===== config.mk =====
export PLATFORM = sky130hd
export DESIGN_NAME = tlik_div_cell
export DESIGN_NICKNAME = d
export VERILOG_FILES = /design/src/tlik_pkg.sv /design/src/tlik_div_cell.sv
export SDC_FILE = /design/constraint.sdc
export NUM_CORES = 1
export LEC_CHECK = 0
export ABC_AREA = 1
export BUFFER_PORTS_ARGS = -buffer_cell sky130_fd_sc_hd__buf_2
export CAP_MARGIN = 10
export CORE_ASPECT_RATIO = 1.4
export CORE_MARGIN = 4
export CORE_UTILIZATION = 40
export CTS_CLUSTER_SIZE = 40
export DETAILED_ROUTE_END_ITERATION = 10
export GPL_TIMING_DRIVEN = 1
export PLACE_DENSITY = 0.77
export SYNTH_ARGS = -nofsm -noshare
export SYNTH_HDL_FRONTEND = slang
export SYNTH_SLANG_ARGS = --single-unit

===== constraint.sdc =====
create_clock -name clk -period 3.1 [get_ports clk]
set_clock_uncertainty 0.15 [all_clocks]
set_input_delay 0.31 -clock clk [delete_from_list [all_inputs] [get_ports clk]]
set_output_delay 0.31 -clock clk [all_outputs]
set_load 0.02 [all_outputs]

===== src/tlik_pkg.sv =====
// ----------------------------------------------------------------------------
// tlik_pkg: shared types and constants for the two-link arm solver
// Fixed-point widths, CORDIC arctangent table, cell payload structs and
// small helper functions used by the top level and its cells.
// ----------------------------------------------------------------------------
package tlik_pkg;

  // CORDIC depth; the arctangent table ends at 24 entries
  localparam int CORDIC_STAGES = 16;
  localparam int ATAN_LEN      = 24;
  localparam int NSTG          = (CORDIC_STAGES < ATAN_LEN) ? CORDIC_STAGES : ATAN_LEN;

  // datapath widths
  localparam int CW        = 52;  // CORDIC x/y width, covers Q8.38 plus gain growth
  localparam int DIV_STEPS = 31;  // quotient bits of the Q2.30 cosine
  localparam int REM_W     = 35;
  localparam int DEN_W     = 34;
  localparam int SQ_STEPS  = 31;  // result bits of the Q2.30 sine
  localparam int SQ_W      = 62;
  localparam int SV_W      = 61;

  // end-to-end pipeline depth in cycles
  localparam int LAT = 3 + DIV_STEPS + 3 + SQ_STEPS + 2 + NSTG + 2 + NSTG + 1;

  // constants
  localparam logic [31:0] QUARTER   = 32'h4000_0000;
  localparam logic [31:0] HALF      = 32'h8000_0000;
  localparam logic [31:0] THREE_Q   = 32'hC000_0000;
  localparam logic [29:0] INV_GAIN  = 30'd652032875;
  localparam logic [15:0] UPPER_RST = 16'd3840;
  localparam logic [15:0] LOWER_RST = 16'd6400;

  // register indexes
  localparam logic REG_UPPER = 1'b0;
  localparam logic REG_LOWER = 1'b1;

  // cosine classification
  localparam logic [1:0] CLS_MID  = 2'd0;
  localparam logic [1:0] CLS_NEAR = 2'd1;
  localparam logic [1:0] CLS_FAR  = 2'd2;
  localparam logic [1:0] CLS_ZERO = 2'd3;

  typedef struct packed {
    logic signed [CW-1:0] x;
    logic signed [CW-1:0] y;
    logic [31:0]          z;
    logic                 zero;
  } vec_t;

  typedef struct packed {
    logic signed [CW-1:0] x;
    logic signed [CW-1:0] y;
    logic [31:0]          z;
  } rot_t;

  typedef struct packed {
    logic [REM_W-1:0] rem;
    logic [DEN_W-1:0] den;
    logic [30:0]      q;
  } div_t;

  typedef struct packed {
    logic [SV_W-1:0] v;
    logic [SQ_W-1:0] res;
  } sqrt_t;

  // arctangent of 2^-i as a 32-bit binary angle
  function automatic logic [31:0] atan_lut(input logic [4:0] i);
    logic [31:0] a;
    unique case (i)
      5'd0:  a = 32'd536870912;
      5'd1:  a = 32'd316933406;
      5'd2:  a = 32'd167458907;
      5'd3:  a = 32'd85004756;
      5'd4:  a = 32'd42667331;
      5'd5:  a = 32'd21354465;
      5'd6:  a = 32'd10679838;
      5'd7:  a = 32'd5340245;
      5'd8:  a = 32'd2670163;
      5'd9:  a = 32'd1335087;
      5'd10: a = 32'd667544;
      5'd11: a = 32'd333772;
      5'd12: a = 32'd166886;
      5'd13: a = 32'd83443;
      5'd14: a = 32'd41722;
      5'd15: a = 32'd20861;
      5'd16: a = 32'd10430;
      5'd17: a = 32'd5215;
      5'd18: a = 32'd2608;
      5'd19: a = 32'd1304;
      5'd20: a = 32'd652;
      5'd21: a = 32'd326;
      5'd22: a = 32'd163;
      5'd23: a = 32'd81;
      default: a = 32'd0;
    endcase
    return a;
  endfunction

  // vectoring entry: fold left half-plane into the right one
  function automatic vec_t vec_prep(input logic signed [CW-1:0] y,
                                    input logic signed [CW-1:0] x);
    vec_t r;
    r.zero = (x == '0) && (y == '0);
    r.x    = x;
    r.y    = y;
    r.z    = '0;
    if (x[CW-1]) begin
      if (!y[CW-1]) begin
        r.x = y;
        r.y = -x;
        r.z = QUARTER;
      end else begin
        r.x = -y;
        r.y = x;
        r.z = -QUARTER;
      end
    end
    return r;
  endfunction

  // binary angle rounded to 16 bits
  function automatic logic [15:0] angle_out(input logic [31:0] a);
    logic [31:0] t;
    t = a + 32'h0000_8000;
    return t[31:16];
  endfunction

  // Q8.38 to Q8.8, round half up, saturate
  function automatic logic [15:0] sat_q88(input logic signed [CW-1:0] v);
    logic signed [CW-1:0] t;
    logic signed [CW-1:0] r;
    logic [15:0]          o;
    t = v + (CW'(1) << 29);
    r = t >>> 30;
    if (r > $signed(CW'(32767))) begin
      o = 16'h7FFF;
    end else if (r < $signed(CW'(-32768))) begin
      o = 16'h8000;
    end else begin
      o = r[15:0];
    end
    return o;
  endfunction

endpackage


===== src/tlik_div_cell.sv =====
// ----------------------------------------------------------------------------
// tlik_div_cell: one restoring-division step
// Produces one quotient bit and passes the doubled remainder on.
// ----------------------------------------------------------------------------
module tlik_div_cell (
  input  logic          clk,
  input  logic          en,
  input  tlik_pkg::div_t d_in,
  output tlik_pkg::div_t d_out
);
  import tlik_pkg::*;

  logic             ge;
  logic [REM_W-1:0] diff;

  // compare and conditional subtract
  always_comb begin
    ge   = d_in.rem >= {1'b0, d_in.den};
    diff = ge ? d_in.rem - {1'b0, d_in.den} : d_in.rem;
  end

  always_ff @(posedge clk) begin
    if (en) begin
      d_out.rem <= {diff[REM_W-2:0], 1'b0};
      d_out.den <= d_in.den;
      d_out.q   <= {d_in.q[29:0], ge};
    end
  end

endmodule


==> results.md <==
* Fin util at 0.5397
* Synth area leader: edfxtp_1
* Clock buffer depth at 2
* Slowest cell on crit path: dlygate4sd3_1
* # rows at between 50 and 60
* Initial DRC count at 216
* ANT cells at 0
* Endpoints failing setup at 0
* H-Tree Depth at 3
* Height of the die at 153.9 µm
* Avg Inst Size Synth at just over 8 µm²
* Flops & latches, synth at 99
* Initial antenna violation count at 0
* Most flop-heavy register: d_out
* Final hold slack at ~0.0075 ns
* CP Class: in -> reg
* Hpwl dp at 13.40 mm
* Setup ws final at 0.2341 ns
* Unrepaired setup endpoints after global routing: no
* Share of cells above drive strength 1 at 0.2438
* Worst Min Path Start: d_in[64]
* Pins Over Slew Limit at 0
* Crit path DAT at 2.81 ns
* Pwr dens at 475.9 nW/µm²
* Drt pass-1 iters at 4
* Delay-heaviest family, CP: buffers and inverters
* Synth Net Count at 879
* Clock Pin Slew Worst Setup and Hold Paths at 0.07 ns
* WL final at 17.04 mm
* TNS Setup at 0 ns
* CP endpoint kind: flop
* Post-route antenna net violation count at 0
* Synth top area share at 0.4890
* Worst hold path type: in -> reg
* Cell Area, Synth at 6080 µm²
* Root buffer cell: clkbuf_16
* Number of global-route vias before repair at approximately 5800
* Setup crit start kind: input port
* TritonCTS clock tree: built
* Cell mode on critical path: nand2_1
* P_int at ~0.0026 W
* Max-Cap Viols at 0
* Largest net degree at the start of global routing at 45
* Area Growth Syn to Fin at 33.03%
* Adder-cell share of the synthesized area at 0.07327
* Post-synthesis xor/xnor area fraction at 0.02593
* LEAKAGE at 4.198 nW
* Main combinational cell family by area after synthesis: simple AND/OR/NAND/NOR gates
* Die area at 17260 µm²
* Crit-path cells: dlygate4sd3_1, buf_2, inv_1, ha_1, nand2_1, inv_1, a21oi_1, nand2_1, a21oi_2, nand2_2, nand2_4, nand2_8, buf_4, nand2_1, o21ai_0
* Fin crit share at 0.9245
* GPL Wtd Cong at 0.9118
* GR Overflow Total at 0
* Total power at 0.003849 W
* Final Critical Period at 2.866 ns
* IO buf count at 199
* Initial Util at 0.4057
* Worst vdd rail ir drop at 273.3 µV
* Vias at between 5000 and 6000
* Max reg flops at 99
* YS warnings at 0
* Core Footprint at 14990 µm²
* Reg power frac at 0.435
* Mux cell area share after synthesis at 0
* # nets final at approximately 1100
* Comb power frac at 0.281
* Power share of the clock group at 0.284
* Sequential share of the synthesized area at 0.4890
* Die width at 112.2 µm
* Net Sw Frac at 0.3274
* Unique masters post-synth at 30
* Simple logic cell fraction of the synthesized area at 0.2799
* Largest stage delay, worst path at 0.53 ns
* Fmax achieved at approximately 350 MHz
* CP Launch Point: d_in[56]
* Mean number of vias per cell at between 4 and 5
* Top cells by area, synth: edfxtp_1 49%, nand2_1 17%, inv_1 8.1%
* Pre-CTS setup slack at 0.3676 ns
* Net Sw Power at 0.001260 W
* Status: complete, no violations
* GRT Resource Usage Total at 0.1949
* Crit Path Max Fanout at 20
* Routed len/inst at 14.24 µm
* Biggest regs: d_out (99)
* WP buf/inv at 5
* DRC errors left at 0
* Boundary Pins at ~200
* # clock sinks at 99
* TritonCTS Buffers at 9
* Post-synthesis compound-gate area fraction at 0.03704
* Buffer count from post-CTS setup fixing at 0
* Crit path required time at 3.04 ns
* Final Hold Viols at 0
* Post-synthesis cell count at 742
* First-pass GRT wire length at 27.01 mm
Yosys cell counts:
cell type,number
nand2_1,280
inv_1,131
edfxtp_1,99
nor2_1,56
ha_1,34
nand3_1,32
a21oi_1,25
xor2_1,15
nand2_2,12
o21ai_0,12
nand3b_1,7
nor3_1,7
buf_4,4
nand4_1,4
o21bai_1,3
xnor2_1,3
a21oi_2,2
buf_6,2
inv_2,2
nor2_2,2
buf_8,1
conb_1,1
fa_1,1
inv_4,1
nand2_4,1
nand2_8,1
nand3_2,1
nor2_4,1
nor4_4,1
or2_2,1
area by class of cell:
type                       count  area (µm²)
timing repair buffer         254        1546
clock buffer                   9       225.2
clock inverter                 7       61.31
inverter                     134       508.0
multi-input combinational    502        2534
sequential                    99        2973
fill                        1458        6899
tap                          192       240.2
timing repair:
action                                  CTS  global route
resized for setup                         0             1
hold buffers                             49             0
endpoints found under the setup margin    0             2
endpoints found under the hold margin    49             0
cells by family after synthesis:
| kind of cell | count (synthesis) |
|---|---|
| other cells | 1 |
| compound gates | 42 |
| fa+ha+maj | 35 |
| xor+xnor | 18 |
| flops | 99 |
| buf+inv | 141 |
| simple gates | 406 |
metrics by stage:
| step | std cells | area, µm² |
|---|---|---|
| after floorplan | 742 | 6080 |
| after global placement | 1132 | 7308 |
| after detailed placement | 1132 | 7308 |
| after CTS | 1197 | 8085 |
| after global routing | 1197 | 8088 |
| final | 1197 | 8088 |
per-layer routing:
metal  wire (µm)  share of wire  track usage  vias up
met5           0              0            0        -
li1            -              -            -     2857
met3         866          0.051      0.03819       29
met4         356          0.021      0.06357        0
met1        6371           0.37       0.1982     2500
met2        9450           0.55       0.3885      140
cell usage in the layout, fill, tap and decap left out, drive strengths merged:
cell | synthesis | layout
conb | 1 | 1
xor2 | 15 | 15
nand3 | 33 | 33
clkbuf | 0 | 9
o21ai | 12 | 12
or2 | 1 | 1
nand3b | 7 | 7
ha | 34 | 34
o21bai | 3 | 3
clkinv | 0 | 5
a21oi | 27 | 27
dlygate4sd3 | 0 | 49
nand2 | 294 | 294
nor2 | 59 | 59
buf | 7 | 205
fa | 1 | 1
nor4 | 1 | 1
nand4 | 4 | 4
inv | 134 | 136
edfxtp | 99 | 99
xnor2 | 3 | 3
nor3 | 7 | 7
power by group through the flow:
| stage | Clock, W | Sequential [W] | Combinational [W] |
|---|---|---|---|
| after detailed placement | 0 | 0.00170 | 0.00104 |
| after global placement | 0 | 0.00170 | 0.00102 |
| after floorplan | 0 | 0.00190 | 0.000482 |
| final | 0.00109 | 0.00167 | 0.00108 |
| after CTS | 0.00112 | 0.00167 | 0.00109 |
| after global routing | 0.00118 | 0.00169 | 0.00120 |
path summary, 6_finish.rpt:
kind             endpoint  slack, ns  cells past startpoint
max   d_out[66]$_DFFE_PP_       0.23                     15
min   d_out[64]$_DFFE_PP_      0.008                      1
Power figures use the tool's default switching activity.
