### src/tlik_pkg.sv
// ----------------------------------------------------------------------------
// tlik_pkg: shared types and constants for the two-link arm solver
// Fixed-point widths, CORDIC arctangent table, cell payload structs and
// small helper functions used by the top level and its cells.
// ----------------------------------------------------------------------------
package tlik_pkg;

  // CORDIC depth; the arctangent table ends at 24 entries
  localparam int CORDIC_STAGES = 16;
  localparam int ATAN_LEN      = 24;
  localparam int NSTG          = (CORDIC_STAGES < ATAN_LEN) ? CORDIC_STAGES : ATAN_LEN;

  // datapath widths
  localparam int CW        = 52;  // CORDIC x/y width, covers Q8.38 plus gain growth
  localparam int DIV_STEPS = 31;  // quotient bits of the Q2.30 cosine
  localparam int REM_W     = 35;
  localparam int DEN_W     = 34;
  localparam int SQ_STEPS  = 31;  // result bits of the Q2.30 sine
  localparam int SQ_W      = 62;
  localparam int SV_W      = 61;

  // end-to-end pipeline depth in cycles
  localparam int LAT = 3 + DIV_STEPS + 3 + SQ_STEPS + 2 + NSTG + 2 + NSTG + 1;

  // constants
  localparam logic [31:0] QUARTER   = 32'h4000_0000;
  localparam logic [31:0] HALF      = 32'h8000_0000;
  localparam logic [31:0] THREE_Q   = 32'hC000_0000;
  localparam logic [29:0] INV_GAIN  = 30'd652032875;
  localparam logic [15:0] UPPER_RST = 16'd3840;
  localparam logic [15:0] LOWER_RST = 16'd6400;

  // register indexes
  localparam logic REG_UPPER = 1'b0;
  localparam logic REG_LOWER = 1'b1;

  // cosine classification
  localparam logic [1:0] CLS_MID  = 2'd0;
  localparam logic [1:0] CLS_NEAR = 2'd1;
  localparam logic [1:0] CLS_FAR  = 2'd2;
  localparam logic [1:0] CLS_ZERO = 2'd3;

  typedef struct packed {
    logic signed [CW-1:0] x;
    logic signed [CW-1:0] y;
    logic [31:0]          z;
    logic                 zero;
  } vec_t;

  typedef struct packed {
    logic signed [CW-1:0] x;
    logic signed [CW-1:0] y;
    logic [31:0]          z;
  } rot_t;

  typedef struct packed {
    logic [REM_W-1:0] rem;
    logic [DEN_W-1:0] den;
    logic [30:0]      q;
  } div_t;

  typedef struct packed {
    logic [SV_W-1:0] v;
    logic [SQ_W-1:0] res;
  } sqrt_t;

  // arctangent of 2^-i as a 32-bit binary angle
  function automatic logic [31:0] atan_lut(input logic [4:0] i);
    logic [31:0] a;
    unique case (i)
      5'd0:  a = 32'd536870912;
      5'd1:  a = 32'd316933406;
      5'd2:  a = 32'd167458907;
      5'd3:  a = 32'd85004756;
      5'd4:  a = 32'd42667331;
      5'd5:  a = 32'd21354465;
      5'd6:  a = 32'd10679838;
      5'd7:  a = 32'd5340245;
      5'd8:  a = 32'd2670163;
      5'd9:  a = 32'd1335087;
      5'd10: a = 32'd667544;
      5'd11: a = 32'd333772;
      5'd12: a = 32'd166886;
      5'd13: a = 32'd83443;
      5'd14: a = 32'd41722;
      5'd15: a = 32'd20861;
      5'd16: a = 32'd10430;
      5'd17: a = 32'd5215;
      5'd18: a = 32'd2608;
      5'd19: a = 32'd1304;
      5'd20: a = 32'd652;
      5'd21: a = 32'd326;
      5'd22: a = 32'd163;
      5'd23: a = 32'd81;
      default: a = 32'd0;
    endcase
    return a;
  endfunction

  // vectoring entry: fold left half-plane into the right one
  function automatic vec_t vec_prep(input logic signed [CW-1:0] y,
                                    input logic signed [CW-1:0] x);
    vec_t r;
    r.zero = (x == '0) && (y == '0);
    r.x    = x;
    r.y    = y;
    r.z    = '0;
    if (x[CW-1]) begin
      if (!y[CW-1]) begin
        r.x = y;
        r.y = -x;
        r.z = QUARTER;
      end else begin
        r.x = -y;
        r.y = x;
        r.z = -QUARTER;
      end
    end
    return r;
  endfunction

  // binary angle rounded to 16 bits
  function automatic logic [15:0] angle_out(input logic [31:0] a);
    logic [31:0] t;
    t = a + 32'h0000_8000;
    return t[31:16];
  endfunction

  // Q8.38 to Q8.8, round half up, saturate
  function automatic logic [15:0] sat_q88(input logic signed [CW-1:0] v);
    logic signed [CW-1:0] t;
    logic signed [CW-1:0] r;
    logic [15:0]          o;
    t = v + (CW'(1) << 29);
    r = t >>> 30;
    if (r > $signed(CW'(32767))) begin
      o = 16'h7FFF;
    end else if (r < $signed(CW'(-32768))) begin
      o = 16'h8000;
    end else begin
      o = r[15:0];
    end
    return o;
  endfunction

endpackage

### src/tlik_sqrt_cell.sv
// ----------------------------------------------------------------------------
// tlik_sqrt_cell: one digit of the bitwise integer square root
// idx selects the trial bit 4^idx for this position in the chain.
// ----------------------------------------------------------------------------
module tlik_sqrt_cell (
  input  logic           clk,
  input  logic           en,
  input  logic [4:0]     idx,
  input  tlik_pkg::sqrt_t d_in,
  output tlik_pkg::sqrt_t d_out
);
  import tlik_pkg::*;

  logic [SQ_W-1:0] bitv;
  logic [SQ_W-1:0] t;
  logic            take;

  always_comb begin
    bitv = SQ_W'(1) << {idx, 1'b0};
    t    = d_in.res + bitv;
    take = {1'b0, d_in.v} >= t;
  end

  always_ff @(posedge clk) begin
    if (en) begin
      if (take) begin
        d_out.v   <= d_in.v - t[SV_W-1:0];
        d_out.res <= (d_in.res >> 1) + bitv;
      end else begin
        d_out.v   <= d_in.v;
        d_out.res <= d_in.res >> 1;
      end
    end
  end

endmodule

### config.mk
export PLATFORM = sky130hd
export DESIGN_NAME = tlik_sqrt_cell
export DESIGN_NICKNAME = d
export VERILOG_FILES = /design/src/tlik_pkg.sv /design/src/tlik_sqrt_cell.sv
export SDC_FILE = /design/constraint.sdc
export NUM_CORES = 1
export LEC_CHECK = 0
export BUFFER_PORTS_ARGS = -buffer_cell sky130_fd_sc_hd__buf_2
export CAP_MARGIN = 15
export CORE_UTILIZATION = 58
export CTS_CLUSTER_SIZE = 12
export DETAILED_ROUTE_END_ITERATION = 16
export HOLD_SLACK_MARGIN = 0.1
export PLACE_DENSITY = 0.89
export SLEW_MARGIN = 20
export SYNTH_ARGS = -nofsm -noshare
export SYNTH_HDL_FRONTEND = slang
export SYNTH_SLANG_ARGS = --single-unit
### constraint.sdc
create_clock -name clk -period 13.74 [get_ports clk]
set_input_delay 2.061 -clock clk [delete_from_list [all_inputs] [get_ports clk]]
set_output_delay 2.061 -clock clk [all_outputs]
set_load 0.01 [all_outputs]
==> results.json <==
{
  "status": "completed",
  "final_nets": 2131,
  "drive_gt1_frac": 0.1745,
  "cts_max_level": 4,
  "placed_cell_area_um2": 15010,
  "power_mw": 1.428,
  "dr.pass1.iters": 6,
  "drc": 0,
  "slowest_stage": "or3_1",
  "die_w_um": 155.5,
  "hpwl_um": 34840,
  "arrival_ns": 9.44,
  "syn_inst": 1697,
  "design_area_um2": 15620,
  "drt_iter0_markers": 1789,
  "largest_reg_flops": 123,
  "clockPowerShare": 0.337,
  "finalSetupViolCount": 0,
  "drv_cap": 0,
  "antenna_found_initial": 4,
  "drv_slew": 0,
  "largest-register": "d_out",
  "worstPathMaxFanout": 18,
  "cpPeakStageDelay_ns": 0.55,
  "dr_total_vias": 14332,
  "fin_crit_sh": 0.6741,
  "final_hold_viol_count": 0,
  "die_h_um": 155.5,
  "fillerInstances": 1913,
  "synthesis.nets": 1933,
  "cp_top_family": "compound AO/OA/AOI/OAI gates",
  "crit_type": "in -> reg",
  "core_area_um2": 22850,
  "cts_num_sinks": 123,
  "postCtsHoldBufs": 0,
  "finalCriticalPeriod_ns": 9.262,
  "cellPowerDensity_nw_per_um2": 91.39,
  "rsz0062_at_grt": "no",
  "sw_frac_of_total": 0.3536,
  "cp.required_ns": 13.92,
  "synth_edf_count": 123,
  "leakage_nw": 6.401,
  "max-slew-margin-rel": 0.3209,
  "initial_core_util": 0.5978,
  "syn_avg_cell_area_um2": 8.048,
  "yosysWarnings": 0,
  "pwr-share-comb": 0.328,
  "grt_use_total": 0.3670,
  "grt_pass1_vias": 12705,
  "cts-resized-gates": 0,
  "clock_path_buffers": 2,
  "die_area_um2": 24170,
  "hold_class": "in -> reg",
  "post_cts_buffers": 0,
  "cts_tree": "built",
  "setup_tns_ns": 0,
  "cts_root_buf": "clkbuf_16",
  "grt_max_degree": 109,
  "netlist_area_um2": 13660,
  "cp-start-kind": "input pin",
  "netlist.area_leader.share": 0.2704,
  "ys_ff_latch": 123,
  "yosysTopAreaCell": "edfxtp_1",
  "place_inst": 2189,
  "gp_congestion": 1.058,
  "reg_top3": "d_out (123)",
  "synthFlopType": "edfxtp_1",
  "instances_no_fill": 2226,
  "grt_pass1_wl_um": 68840,
  "pwr-share-seq": 0.335,
  "path_buf_inv": 2,
  "clkTransAtPathRegs_ns": 0.06,
  "finalWirelength_um": 44800,
  "ys_seq_area_frac": 0.2704,
  "port_buffers": 252,
  "vias_per_cell": 6.438,
  "synthArstFlopShare": 0,
  "rows": 55,
  "worst_slew_pin_slew_ns": 1.019,
  "internal_power_uw": 923.0,
  "cp-end-kind": "flip-flop",
  "wl_per_cell_um": 20.13,
  "yosysUniqueCellTypes": 92,
  "syn_to_final_growth_pct": 14.39,
  "netlist_top_cells_area": "edfxtp_1, ha_1, xnor2_1, nand2_1, o21ai_0",
  "ir_worst_vdd_mv": 0.07807,
  "switchingPower_uw": 504.9,
  "ios": 253,
  "overflow": 0,
  "ant_nets": 0,
  "cts_buffers": 17,
  "fmax_ghz": 0.1080
}
## cells in the final DEF (no fill, tap or decap), drive strengths merged, types with 12 or more instances in the layout
cell and n:
xnor2 110, buf 259, nand2b 12, clkbuf 17, a21oi 117, o21bai 25, o21a 20, nor3 32
nor2 142, o31ai 15, a31oi 42, edfxtp 123, nand3 27, nand2 227, a21o 44, nor4 14
nand4 33, inv 52, and2 15, a211oi 15, o21ai 193, ha 105, xor2 77, nor2b 16
## area by class of cell
class	count	area (um2)	share of cell area
clock inverter	15	175.2	0.01121
timing repair buffer	259	1316	0.08425
multi-input combinational	1443	9418	0.6028
inverter	51	191.4	0.01225
antenna	5	12.51	0.0008008
tap	313	391.6	0.02507
sequential	123	3694	0.2364
clock buffer	17	425.4	0.02723
## synthesized netlist by cell type (4+ instances only)
| cell type | number |
|---|---|
| maj3_1 | 4 |
| o21bai_1 | 25 |
| nand2b_1 | 12 |
| clkbuf_1 | 52 |
| nand2_1 | 227 |
| or2_2 | 6 |
| o21ai_0 | 169 |
| a21boi_0 | 8 |
| o31ai_1 | 11 |
| a31oi_1 | 40 |
| nor4_1 | 13 |
| edfxtp_1 | 123 |
| buf_4 | 4 |
| and2_1 | 13 |
| xnor2_1 | 110 |
| nand3_1 | 27 |
| a2111oi_0 | 4 |
| o21a_1 | 20 |
| xor2_1 | 77 |
| buf_2 | 20 |
| inv_1 | 51 |
| a211oi_1 | 12 |
| o221ai_1 | 4 |
| a221oi_1 | 6 |
| a41oi_1 | 6 |
| o211ai_1 | 11 |
| and3_1 | 11 |
| o22ai_1 | 7 |
| o21ai_1 | 22 |
| nor2_1 | 139 |
| nand4_1 | 32 |
| a41o_1 | 4 |
| a21o_1 | 44 |
| and4_1 | 10 |
| nor2b_1 | 16 |
| a211o_1 | 5 |
| or3_1 | 10 |
| a31o_2 | 10 |
| ha_1 | 105 |
| a21oi_1 | 115 |
| nor3_1 | 31 |
## worst min-delay path: cells and delay by family
kind,cells,cell delay [ns]
AO/OA/AOI/OAI,1,0.05
buffers and inverters,1,0.09
AND/OR/NAND/NOR,1,0.04
## cells by family after synthesis
family,synth area share
compound gates,0.2725
flops,0.2704
mux,0.0007329
buf+inv,0.04003
fa+ha+maj,0.1006
xor+xnor,0.1199
simple gates,0.1958
## power by group through the flow
stage,Combinational (mW),Sequential (mW),Clock (mW)
detailed placement,0.455,0.484,0
floorplan,0.280,0.505,0
finish,0.469,0.478,0.481
global route,0.510,0.480,0.491
global placement,0.449,0.484,0
CTS,0.458,0.477,0.478
## stage by stage
step | hold slack (ns) | setup WS (ns) | utilization
after floorplan | 2.174 | 5.626 | -
after global placement | 2.361 | 4.231 | 0.6570
after detailed placement | 2.362 | 4.195 | 0.6570
after CTS | 1.919 | 4.582 | 0.6833
after global routing | 1.926 | 4.132 | 0.6837
final | 1.923 | 4.478 | 0.6838
## worst paths after layout
check	depth (start not counted)	startpoint	end
worst min-delay path	3	d_in[89]	d_out[89]
worst max-delay path	28	idx[1]	d_out[33]
## routing by layer
metal  vias up  routed length [um]  GRT usage  share of wire
met2       998               19100     0.5625           0.43
met4         0                1800     0.1429          0.040
met1      6524               18900     0.5203           0.42
met3       131                5004    0.05320           0.11
li1       6679                   -          -              -
met5         -                   0          0              0
Power figures use the tool's default switching activity.
