===== config.mk =====
export PLATFORM = sky130hd
export DESIGN_NAME = tlik_vec_cell
export DESIGN_NICKNAME = d
export VERILOG_FILES = /design/src/tlik_pkg.sv /design/src/tlik_vec_cell.sv
export SDC_FILE = /design/constraint.sdc
export NUM_CORES = 1
export LEC_CHECK = 0
export ABC_AREA = 0
export BUFFER_PORTS_ARGS = -buffer_cell sky130_fd_sc_hd__buf_2
export CAP_MARGIN = 20
export CORE_MARGIN = 10
export CORE_UTILIZATION = 52
export CTS_CLUSTER_SIZE = 20
export DETAILED_ROUTE_END_ITERATION = 16
export PLACE_DENSITY = 0.73
export SETUP_SLACK_MARGIN = 0.5
export SYNTH_ARGS = -nofsm -noshare
export SYNTH_HDL_FRONTEND = slang
export SYNTH_SLANG_ARGS = --single-unit

===== constraint.sdc =====
create_clock -name clk -period 11.7 [get_ports clk]
set_input_delay 1.755 -clock clk [delete_from_list [all_inputs] [get_ports clk]]
set_output_delay 1.755 -clock clk [all_outputs]
set_load 0.02 [all_outputs]

===== src/tlik_pkg.sv =====
// ----------------------------------------------------------------------------
// tlik_pkg: shared types and constants for the two-link arm solver
// Fixed-point widths, CORDIC arctangent table, cell payload structs and
// small helper functions used by the top level and its cells.
// ----------------------------------------------------------------------------
package tlik_pkg;

  // CORDIC depth; the arctangent table ends at 24 entries
  localparam int CORDIC_STAGES = 16;
  localparam int ATAN_LEN      = 24;
  localparam int NSTG          = (CORDIC_STAGES < ATAN_LEN) ? CORDIC_STAGES : ATAN_LEN;

  // datapath widths
  localparam int CW        = 52;  // CORDIC x/y width, covers Q8.38 plus gain growth
  localparam int DIV_STEPS = 31;  // quotient bits of the Q2.30 cosine
  localparam int REM_W     = 35;
  localparam int DEN_W     = 34;
  localparam int SQ_STEPS  = 31;  // result bits of the Q2.30 sine
  localparam int SQ_W      = 62;
  localparam int SV_W      = 61;

  // end-to-end pipeline depth in cycles
  localparam int LAT = 3 + DIV_STEPS + 3 + SQ_STEPS + 2 + NSTG + 2 + NSTG + 1;

  // constants
  localparam logic [31:0] QUARTER   = 32'h4000_0000;
  localparam logic [31:0] HALF      = 32'h8000_0000;
  localparam logic [31:0] THREE_Q   = 32'hC000_0000;
  localparam logic [29:0] INV_GAIN  = 30'd652032875;
  localparam logic [15:0] UPPER_RST = 16'd3840;
  localparam logic [15:0] LOWER_RST = 16'd6400;

  // register indexes
  localparam logic REG_UPPER = 1'b0;
  localparam logic REG_LOWER = 1'b1;

  // cosine classification
  localparam logic [1:0] CLS_MID  = 2'd0;
  localparam logic [1:0] CLS_NEAR = 2'd1;
  localparam logic [1:0] CLS_FAR  = 2'd2;
  localparam logic [1:0] CLS_ZERO = 2'd3;

  typedef struct packed {
    logic signed [CW-1:0] x;
    logic signed [CW-1:0] y;
    logic [31:0]          z;
    logic                 zero;
  } vec_t;

  typedef struct packed {
    logic signed [CW-1:0] x;
    logic signed [CW-1:0] y;
    logic [31:0]          z;
  } rot_t;

  typedef struct packed {
    logic [REM_W-1:0] rem;
    logic [DEN_W-1:0] den;
    logic [30:0]      q;
  } div_t;

  typedef struct packed {
    logic [SV_W-1:0] v;
    logic [SQ_W-1:0] res;
  } sqrt_t;

  // arctangent of 2^-i as a 32-bit binary angle
  function automatic logic [31:0] atan_lut(input logic [4:0] i);
    logic [31:0] a;
    unique case (i)
      5'd0:  a = 32'd536870912;
      5'd1:  a = 32'd316933406;
      5'd2:  a = 32'd167458907;
      5'd3:  a = 32'd85004756;
      5'd4:  a = 32'd42667331;
      5'd5:  a = 32'd21354465;
      5'd6:  a = 32'd10679838;
      5'd7:  a = 32'd5340245;
      5'd8:  a = 32'd2670163;
      5'd9:  a = 32'd1335087;
      5'd10: a = 32'd667544;
      5'd11: a = 32'd333772;
      5'd12: a = 32'd166886;
      5'd13: a = 32'd83443;
      5'd14: a = 32'd41722;
      5'd15: a = 32'd20861;
      5'd16: a = 32'd10430;
      5'd17: a = 32'd5215;
      5'd18: a = 32'd2608;
      5'd19: a = 32'd1304;
      5'd20: a = 32'd652;
      5'd21: a = 32'd326;
      5'd22: a = 32'd163;
      5'd23: a = 32'd81;
      default: a = 32'd0;
    endcase
    return a;
  endfunction

  // vectoring entry: fold left half-plane into the right one
  function automatic vec_t vec_prep(input logic signed [CW-1:0] y,
                                    input logic signed [CW-1:0] x);
    vec_t r;
    r.zero = (x == '0) && (y == '0);
    r.x    = x;
    r.y    = y;
    r.z    = '0;
    if (x[CW-1]) begin
      if (!y[CW-1]) begin
        r.x = y;
        r.y = -x;
        r.z = QUARTER;
      end else begin
        r.x = -y;
        r.y = x;
        r.z = -QUARTER;
      end
    end
    return r;
  endfunction

  // binary angle rounded to 16 bits
  function automatic logic [15:0] angle_out(input logic [31:0] a);
    logic [31:0] t;
    t = a + 32'h0000_8000;
    return t[31:16];
  endfunction

  // Q8.38 to Q8.8, round half up, saturate
  function automatic logic [15:0] sat_q88(input logic signed [CW-1:0] v);
    logic signed [CW-1:0] t;
    logic signed [CW-1:0] r;
    logic [15:0]          o;
    t = v + (CW'(1) << 29);
    r = t >>> 30;
    if (r > $signed(CW'(32767))) begin
      o = 16'h7FFF;
    end else if (r < $signed(CW'(-32768))) begin
      o = 16'h8000;
    end else begin
      o = r[15:0];
    end
    return o;
  endfunction

endpackage


===== src/tlik_vec_cell.sv =====
// ----------------------------------------------------------------------------
// tlik_vec_cell: one CORDIC vectoring micro-rotation
// Drives y toward zero and accumulates the angle in z.
// ----------------------------------------------------------------------------
module tlik_vec_cell (
  input  logic          clk,
  input  logic          en,
  input  logic [4:0]    idx,
  input  tlik_pkg::vec_t d_in,
  output tlik_pkg::vec_t d_out
);
  import tlik_pkg::*;

  logic signed [CW-1:0] xs;
  logic signed [CW-1:0] ys;
  logic [31:0]          a;

  always_comb begin
    xs = d_in.x >>> idx;
    ys = d_in.y >>> idx;
    a  = atan_lut(idx);
  end

  always_ff @(posedge clk) begin
    if (en) begin
      d_out.zero <= d_in.zero;
      if (!d_in.y[CW-1]) begin
        d_out.x <= d_in.x + ys;
        d_out.y <= d_in.y - xs;
        d_out.z <= d_in.z + a;
      end else begin
        d_out.x <= d_in.x - ys;
        d_out.y <= d_in.y + xs;
        d_out.z <= d_in.z - a;
      end
    end
  end

endmodule


==> run metrics, run 1 <==
status=completed; synth top area cells=edfxtp_1 19%, mux4_2 14%, ha_1 8.2%; Root Buffer=clkbuf_16; fraction of layout cells with a size suffix above 1=0.211; Initial Utilization=0.528; end of the critical path=d_out[135]; Hold Buf Count CTS=0; Netlist cell types=95; Levels on crit path=25; worst path arrival time=9.33 ns; top post-synthesis cells by count=243 x a21oi_1, 221 x nor2_1, 185 x nand2_1, 160 x xnor2_1, 145 x ha_1; Setup TNS=0 ns; TritonCTS Buffers=17; Synth area leader=edfxtp_1; CP bufs+invs=2; CP max stage delay=0.88 ns; most common cell in the netlist=a21oi_1; Int Power=1810 µW; Post-CTS Setup Bufs=0; CP dominant cell by count=o21ai_0; Flop pwr share=0.234; grt total ovfl=0; initial antenna violation count=6; Syn Std Cell Area=22200 µm²; synthesized area per cell=8.97 µm²; IO Port Bufs=280; worst slew pin tran=1.14 ns; CP max FO=76; post-route ant nets=0; via count=23100; # fillers=3732; Seq cells post-synth=137; ys flop type=edfxtp_1; Power Density=136 nW/µm²; Pins Over Slew Limit=0; crit share post-route=0.777; I/O pins=281; Max-Cap Viols=0; HPWL Detailed=75.8 mm; initial drt markers=2888; width of the die=227 µm; critical path's top delay family=simple AND/OR/NAND/NOR gates; WL final=96.6 mm; critical path launch point=idx[0]; Syn Nets=2766; Post-synth EDFFs=137; asr flop ratio synth=0; post-route cell area=24500 µm²; combinational power share=0.596; RSZ-0062 raised after global routing=no; Layout area overhead=10.2%; Core ar.=42000 µm²; Switching Fraction=0.457; hold slack final=1.44 ns; post_cts resized=0; clock sinks=137; Reg clk slew, reported paths=0.06 ns; nets=2962; largest reg by FF count=d_out; drt first pass iters=8; max reg flops=137; Synth top area share=0.185; largest registers=d_out x137; final core utilization=0.582; worst hold start=d_in[0]; Die H=227 µm; largest net degree at the start of global routing=78; Worst path slowest cell=mux4_1; worst-case clock buffer depth=2; Area after DPL=23900 µm²; H-tree depth=4; final hold vios=0; DRC viols=0; cell count after synthesis=2474; die area=51300 µm²; CTS tree=built; switching pwr=1520 µW; CP Class=input port to register; Lkg Pwr=0.00981 µW; maximum VDD drop=0.111 mV; first-pass GRT wire length=141 mm; post-layout minimum cycle time=9.09 ns; Total GRT Usage=0.367; power share of the clock group=0.169; DR WL/cell=30.0 µm; Max Fclk=110 MHz; # setup viols final=0; Site Rows=75; Critical Path Start Type=input port; Ys Warns=0; HP Class=input port to register; Antenna Cells=0; sequential share of the synthesized area=0.185; vias in the first global route=21900; gpl congestion=1.09; Worst EP required=11.94 ns; Rel. slew slack=0.236; vias per inst=7.16; Setup crit end kind=register
layout make-up:
class | instances | area [µm²] | area share
clock buffer | 18 | 429 | 0.0175
multi-input combinational | 2140 | 17200 | 0.702
clock inverter | 13 | 151 | 0.00619
inverter | 56 | 210 | 0.00860
sequential | 137 | 4110 | 0.168
tap | 539 | 674 | 0.0276
timing repair buffer | 318 | 1720 | 0.0701
power groups by stage:
stage          combinational [µW]  clock, µW  sequential [µW]
4_1_cts                      1940        574              783
6_report                     1990        564              781
2_1_floorplan                1150          0              977
3_3_place_gp                 1910          0              786
3_5_place_dp                 1930          0              789
5_1_grt                      2120        588              796
cells by family after synthesis:
family	Yosys count	share of synthesized area
adders and majority gates	148	0.0845
buffers and inverters	197	0.0412
AOI/OAI and AO/OA	762	0.219
muxes	303	0.225
xor gates and xnor gates	241	0.0958
and+or+nand+nor	686	0.150
DFF	137	0.185
routing by layer:
| layer | track usage | vias to the layer above | part of all wire |
|---|---|---|---|
| li1 | - | 9958 | - |
| met1 | 0.450 | 11000 | 0.38 |
| met2 | 0.563 | 1752 | 0.44 |
| met3 | 0.131 | 334 | 0.13 |
| met4 | 0.179 | 10 | 0.054 |
| met5 | 0 | - | 0.00059 |
cells in the final DEF (no fill, tap or decap), types with 9 or more instances in the layout:
cell type  instances
a211oi_1          34
a21o_1            52
a21oi_1          243
a221oi_1          15
a22oi_1            9
a31oi_1           34
a41oi_1           11
and2_1            25
and3_1            21
buf_2            273
buf_4             43
clkbuf_16         17
edfxtp_1         137
ha_1             145
inv_1             52
mux2_2            29
mux2i_1          123
mux4_1            10
mux4_2           140
nand2_1          185
nand2b_1          30
nand3_1           35
nand4_1           17
nor2_1           220
nor2b_1           26
nor3_1            50
o211ai_1          14
o21a_1            20
o21ai_0          135
o21bai_1          28
o221ai_1          10
o22ai_1           58
o31ai_1           10
or2_2             11
or3_1             12
xnor2_1          160
xor2_1            80
through the flow:
| stage | worst slack, ns | total power [µW] | cells |
|---|---|---|---|
| final | 2.61 | 3330 | 3221 |
| after CTS | 2.80 | 3300 | 3221 |
| after floorplan | 3.95 | 2120 | 2474 |
| after global placement | 2.44 | 2700 | 3190 |
| after detailed placement | 2.29 | 2720 | 3190 |
| after global routing | 2.08 | 3500 | 3221 |
worst min path at each step:
stage / cells past startpoint / to / slack (ns)
after floorplan: 0 / d_out[0] / 1.85
after global placement: 1 / d_out[0] / 1.93
after detailed placement: 1 / d_out[0] / 1.94
after CTS: 1 / d_out[0] / 1.41
after global routing: 1 / d_out[0] / 1.42
final: 1 / d_out[0] / 1.44
(Power assumes the default switching activity.)
==> run 2, diff against run 1 <==
--- a/config.mk
+++ b/config.mk
@@ -12,7 +12,7 @@
 export CORE_UTILIZATION = 52
 export CTS_CLUSTER_SIZE = 20
 export DETAILED_ROUTE_END_ITERATION = 16
-export PLACE_DENSITY = 0.73
+export PLACE_DENSITY = 0.76
 export SETUP_SLACK_MARGIN = 0.5
 export SYNTH_ARGS = -nofsm -noshare
 export SYNTH_HDL_FRONTEND = slang
==> constraint.sdc (replaced) <==
create_clock -name clk -period 7.9 [get_ports clk]
set_input_delay 1.185 -clock clk [delete_from_list [all_inputs] [get_ports clk]]
set_output_delay 1.185 -clock clk [all_outputs]
set_load 0.02 [all_outputs]
==> run 2 against run 1 <==
Effect of this change: combinational power is 57% higher; via count is 3.6% higher; count of clock-buffer cells in the layout is 1 lower; sequential share of layout area is 0.93 points lower; critical endpoint unchanged; largest power group unchanged.
==> run metrics, run 2 (synthesis gave the netlist of run 1 again) <==
Layout area overhead=16.7%; # fillers=3553 (-4.8%); Critical Path Start Type=input port; via count=23900 (+3.6%); Setup TNS=0 ns (unchanged); Pins Over Slew Limit=0 (unchanged); Hold Buf Count CTS=0 (unchanged); initial antenna violation count=7 (+1); Reg clk slew, reported paths=0.06 ns (about the same); max reg flops=137 (unchanged); Site Rows=75 (unchanged); busiest layer in global routing=met2; commonest non-fill, non-tap cell in the layout=buf_2; nets=3118 (+5.3%); WL final=99.5 mm (+3.0%); hold depth=1 (unchanged); maximum VDD drop=0.179 mV (+61%); H-tree depth=4 (unchanged); HP Class=input port to register; power share of the clock group=0.177 (+0.008); drt first pass iters=6 (-2); Root Buffer=clkbuf_16; Setup crit end kind=register; met2 GRT Util=0.578 (+0.0151); Lkg Pwr=0.0107 µW (+8.7%); largest reg by FF count=d_out; Area after DPL=25200 µm² (+5.5%); CP Class=input port to register; IO Port Bufs=280 (unchanged); grt total ovfl=0 (unchanged); TritonCTS Buffers=17 (unchanged); DR WL/cell=29.4 µm (-1.8%); Switching Fraction=0.452 (-0.00480); post-layout minimum cycle time=7.22 ns; width of the die=227 µm (unchanged); vias per inst=7.07 (-1.3%); first-pass GRT wire length=145 mm (+2.7%); Die H=227 µm (unchanged); placed cells=3346 (+4.9%); met1 GRT Util=0.475 (+0.0253); post-route setup slack=0.679 ns (-1.93 ns); commonest cells after routing, fill and taps aside=273 x buf_2, 243 x a21oi_1, 220 x nor2_1, 185 x nand2_1, 185 x buf_4; CTS tree=built; worst-case clock buffer depth=2 (unchanged); largest registers=d_out x137; worst path arrival time=7.47 ns (-1.86 ns); gpl congestion=1.10 (+0.96%); Power Density=201 nW/µm² (+48%); HPWL Detailed=78.6 mm (+3.7%); Rel. slew slack=0.191 (-0.0453); Int Power=2860 µW (+58%); initial drt markers=2844 (-1.5%); M3 GR Usage=0.119 (-0.0114); Total GRT Usage=0.377 (+0.0101); post-route ant nets=0 (unchanged); largest net degree at the start of global routing=74 (-5.1%); DRC viols=0 (unchanged); combinational power share=0.600 (+0.004); CP max FO=53 (-30%); Flop pwr share=0.223 (-0.011); status=completed; fin cells=3380 (+4.9%); Core ar.=42000 µm² (unchanged); clock sinks=137 (unchanged); I/O pins=281 (unchanged); RSZ-0062 raised after global routing=yes; Max-Cap Viols=0 (unchanged); worst slew pin tran=1.21 ns (+0.0665 ns); die area=51300 µm² (unchanged); post-route cell area=25900 µm² (+5.8%); Max Fclk=138 MHz; switching pwr=2360 µW (+55%); post-place setup slack=0.236 ns (-2.05 ns); fraction of layout cells with a size suffix above 1=0.258 (+0.0472); # setup viols final=0 (unchanged); Initial Utilization=0.528 (unchanged); vias in the first global route=22700 (+3.9%); crit share post-route=0.914; final hold vios=0 (unchanged); Worst EP required=8.15 ns (-3.79 ns)
-- run 2: cell count changes in the layout (fill, tap and decap cells not counted), moves of 2 or more --
cell | before | now
buf_12 | 0 | 13
buf_4 | 43 | 185
clkinv_4 | 1 | 3
buf_6 | 1 | 3
inv_6 | 2 | 6
clkinv_1 | 4 | 0
diode_2 | 0 | 2
mux2i_1 | 123 | 120
mux2i_2 | 0 | 3
-- run 2: layer usage --
metal  vias up  share of wire
li1      10300              -
met3       346           0.13
met1     11400           0.38
met4        12          0.052
met5         -        0.00072
met2      1841           0.44
-- run 2: cell type report --
| type | count | area [µm²] | area share |
|---|---|---|---|
| multi-input cells | 2140 | 17200 | 0.664 |
| flip-flops and latches | 137 | 4110 | 0.159 |
| repair buffers | 474 | 3050 | 0.118 |
| well taps | 539 | 674 | 0.0261 |
| clock buffers | 17 | 425 | 0.0164 |
| clock inverters | 15 | 211 | 0.00817 |
| inverters | 56 | 210 | 0.00812 |
| diodes | 2 | 5.00 | 0.000193 |
-- run 2: power by group through the flow --
stage                     logic [µW]  registers [µW]  clock network (µW)
after floorplan                 1700            1450                   0
after global placement          2990            1170                   0
after detailed placement        3030            1170                   0
after CTS                       3050            1160                 927
after global routing            3330            1180                 943
final                           3130            1160                 922
-- run 2: critical path, stage by stage --
cell	delay [ns]
buf_4	0.36
buf_12	0.32
buf_4	0.30
nor3b_1	0.18
o21ai_0	0.75
nand3_1	0.21
a21oi_1	0.18
o21ai_0	0.16
or4_1	0.66
nor4_1	0.67
or4b_2	0.26
nand3_1	0.11
ha_1	0.38
a21oi_1	0.32
o21ai_0	0.18
a311oi_1	0.29
o21ai_0	0.17
a21o_1	0.21
a21oi_1	0.20
o21ai_0	0.13
xor2_1	0.16
-- run 2: worst paths after layout --
path                  slack, ns    start         end
worst min-delay path       0.85  d_in[0]    d_out[0]
worst max-delay path       0.68   idx[1]  d_out[135]
-- run 2: what timing repair did --
action,CTS,global route
gates resized for setup,0,11
endpoints found under the setup margin,0,16
buffers inserted,0,0
hold endpoints to repair,0,0
-- run 2: metrics by stage --
stage | utilization | power (µW) | hold WS [ns]
3_5_place_dp | 0.599 | 4200 | 1.37
4_1_cts | 0.614 | 5140 | 0.841
2_1_floorplan | - | 3140 | 1.28
3_3_place_gp | 0.599 | 4160 | 1.36
5_1_grt | 0.615 | 5450 | 0.857
6_report | 0.616 | 5210 | 0.853
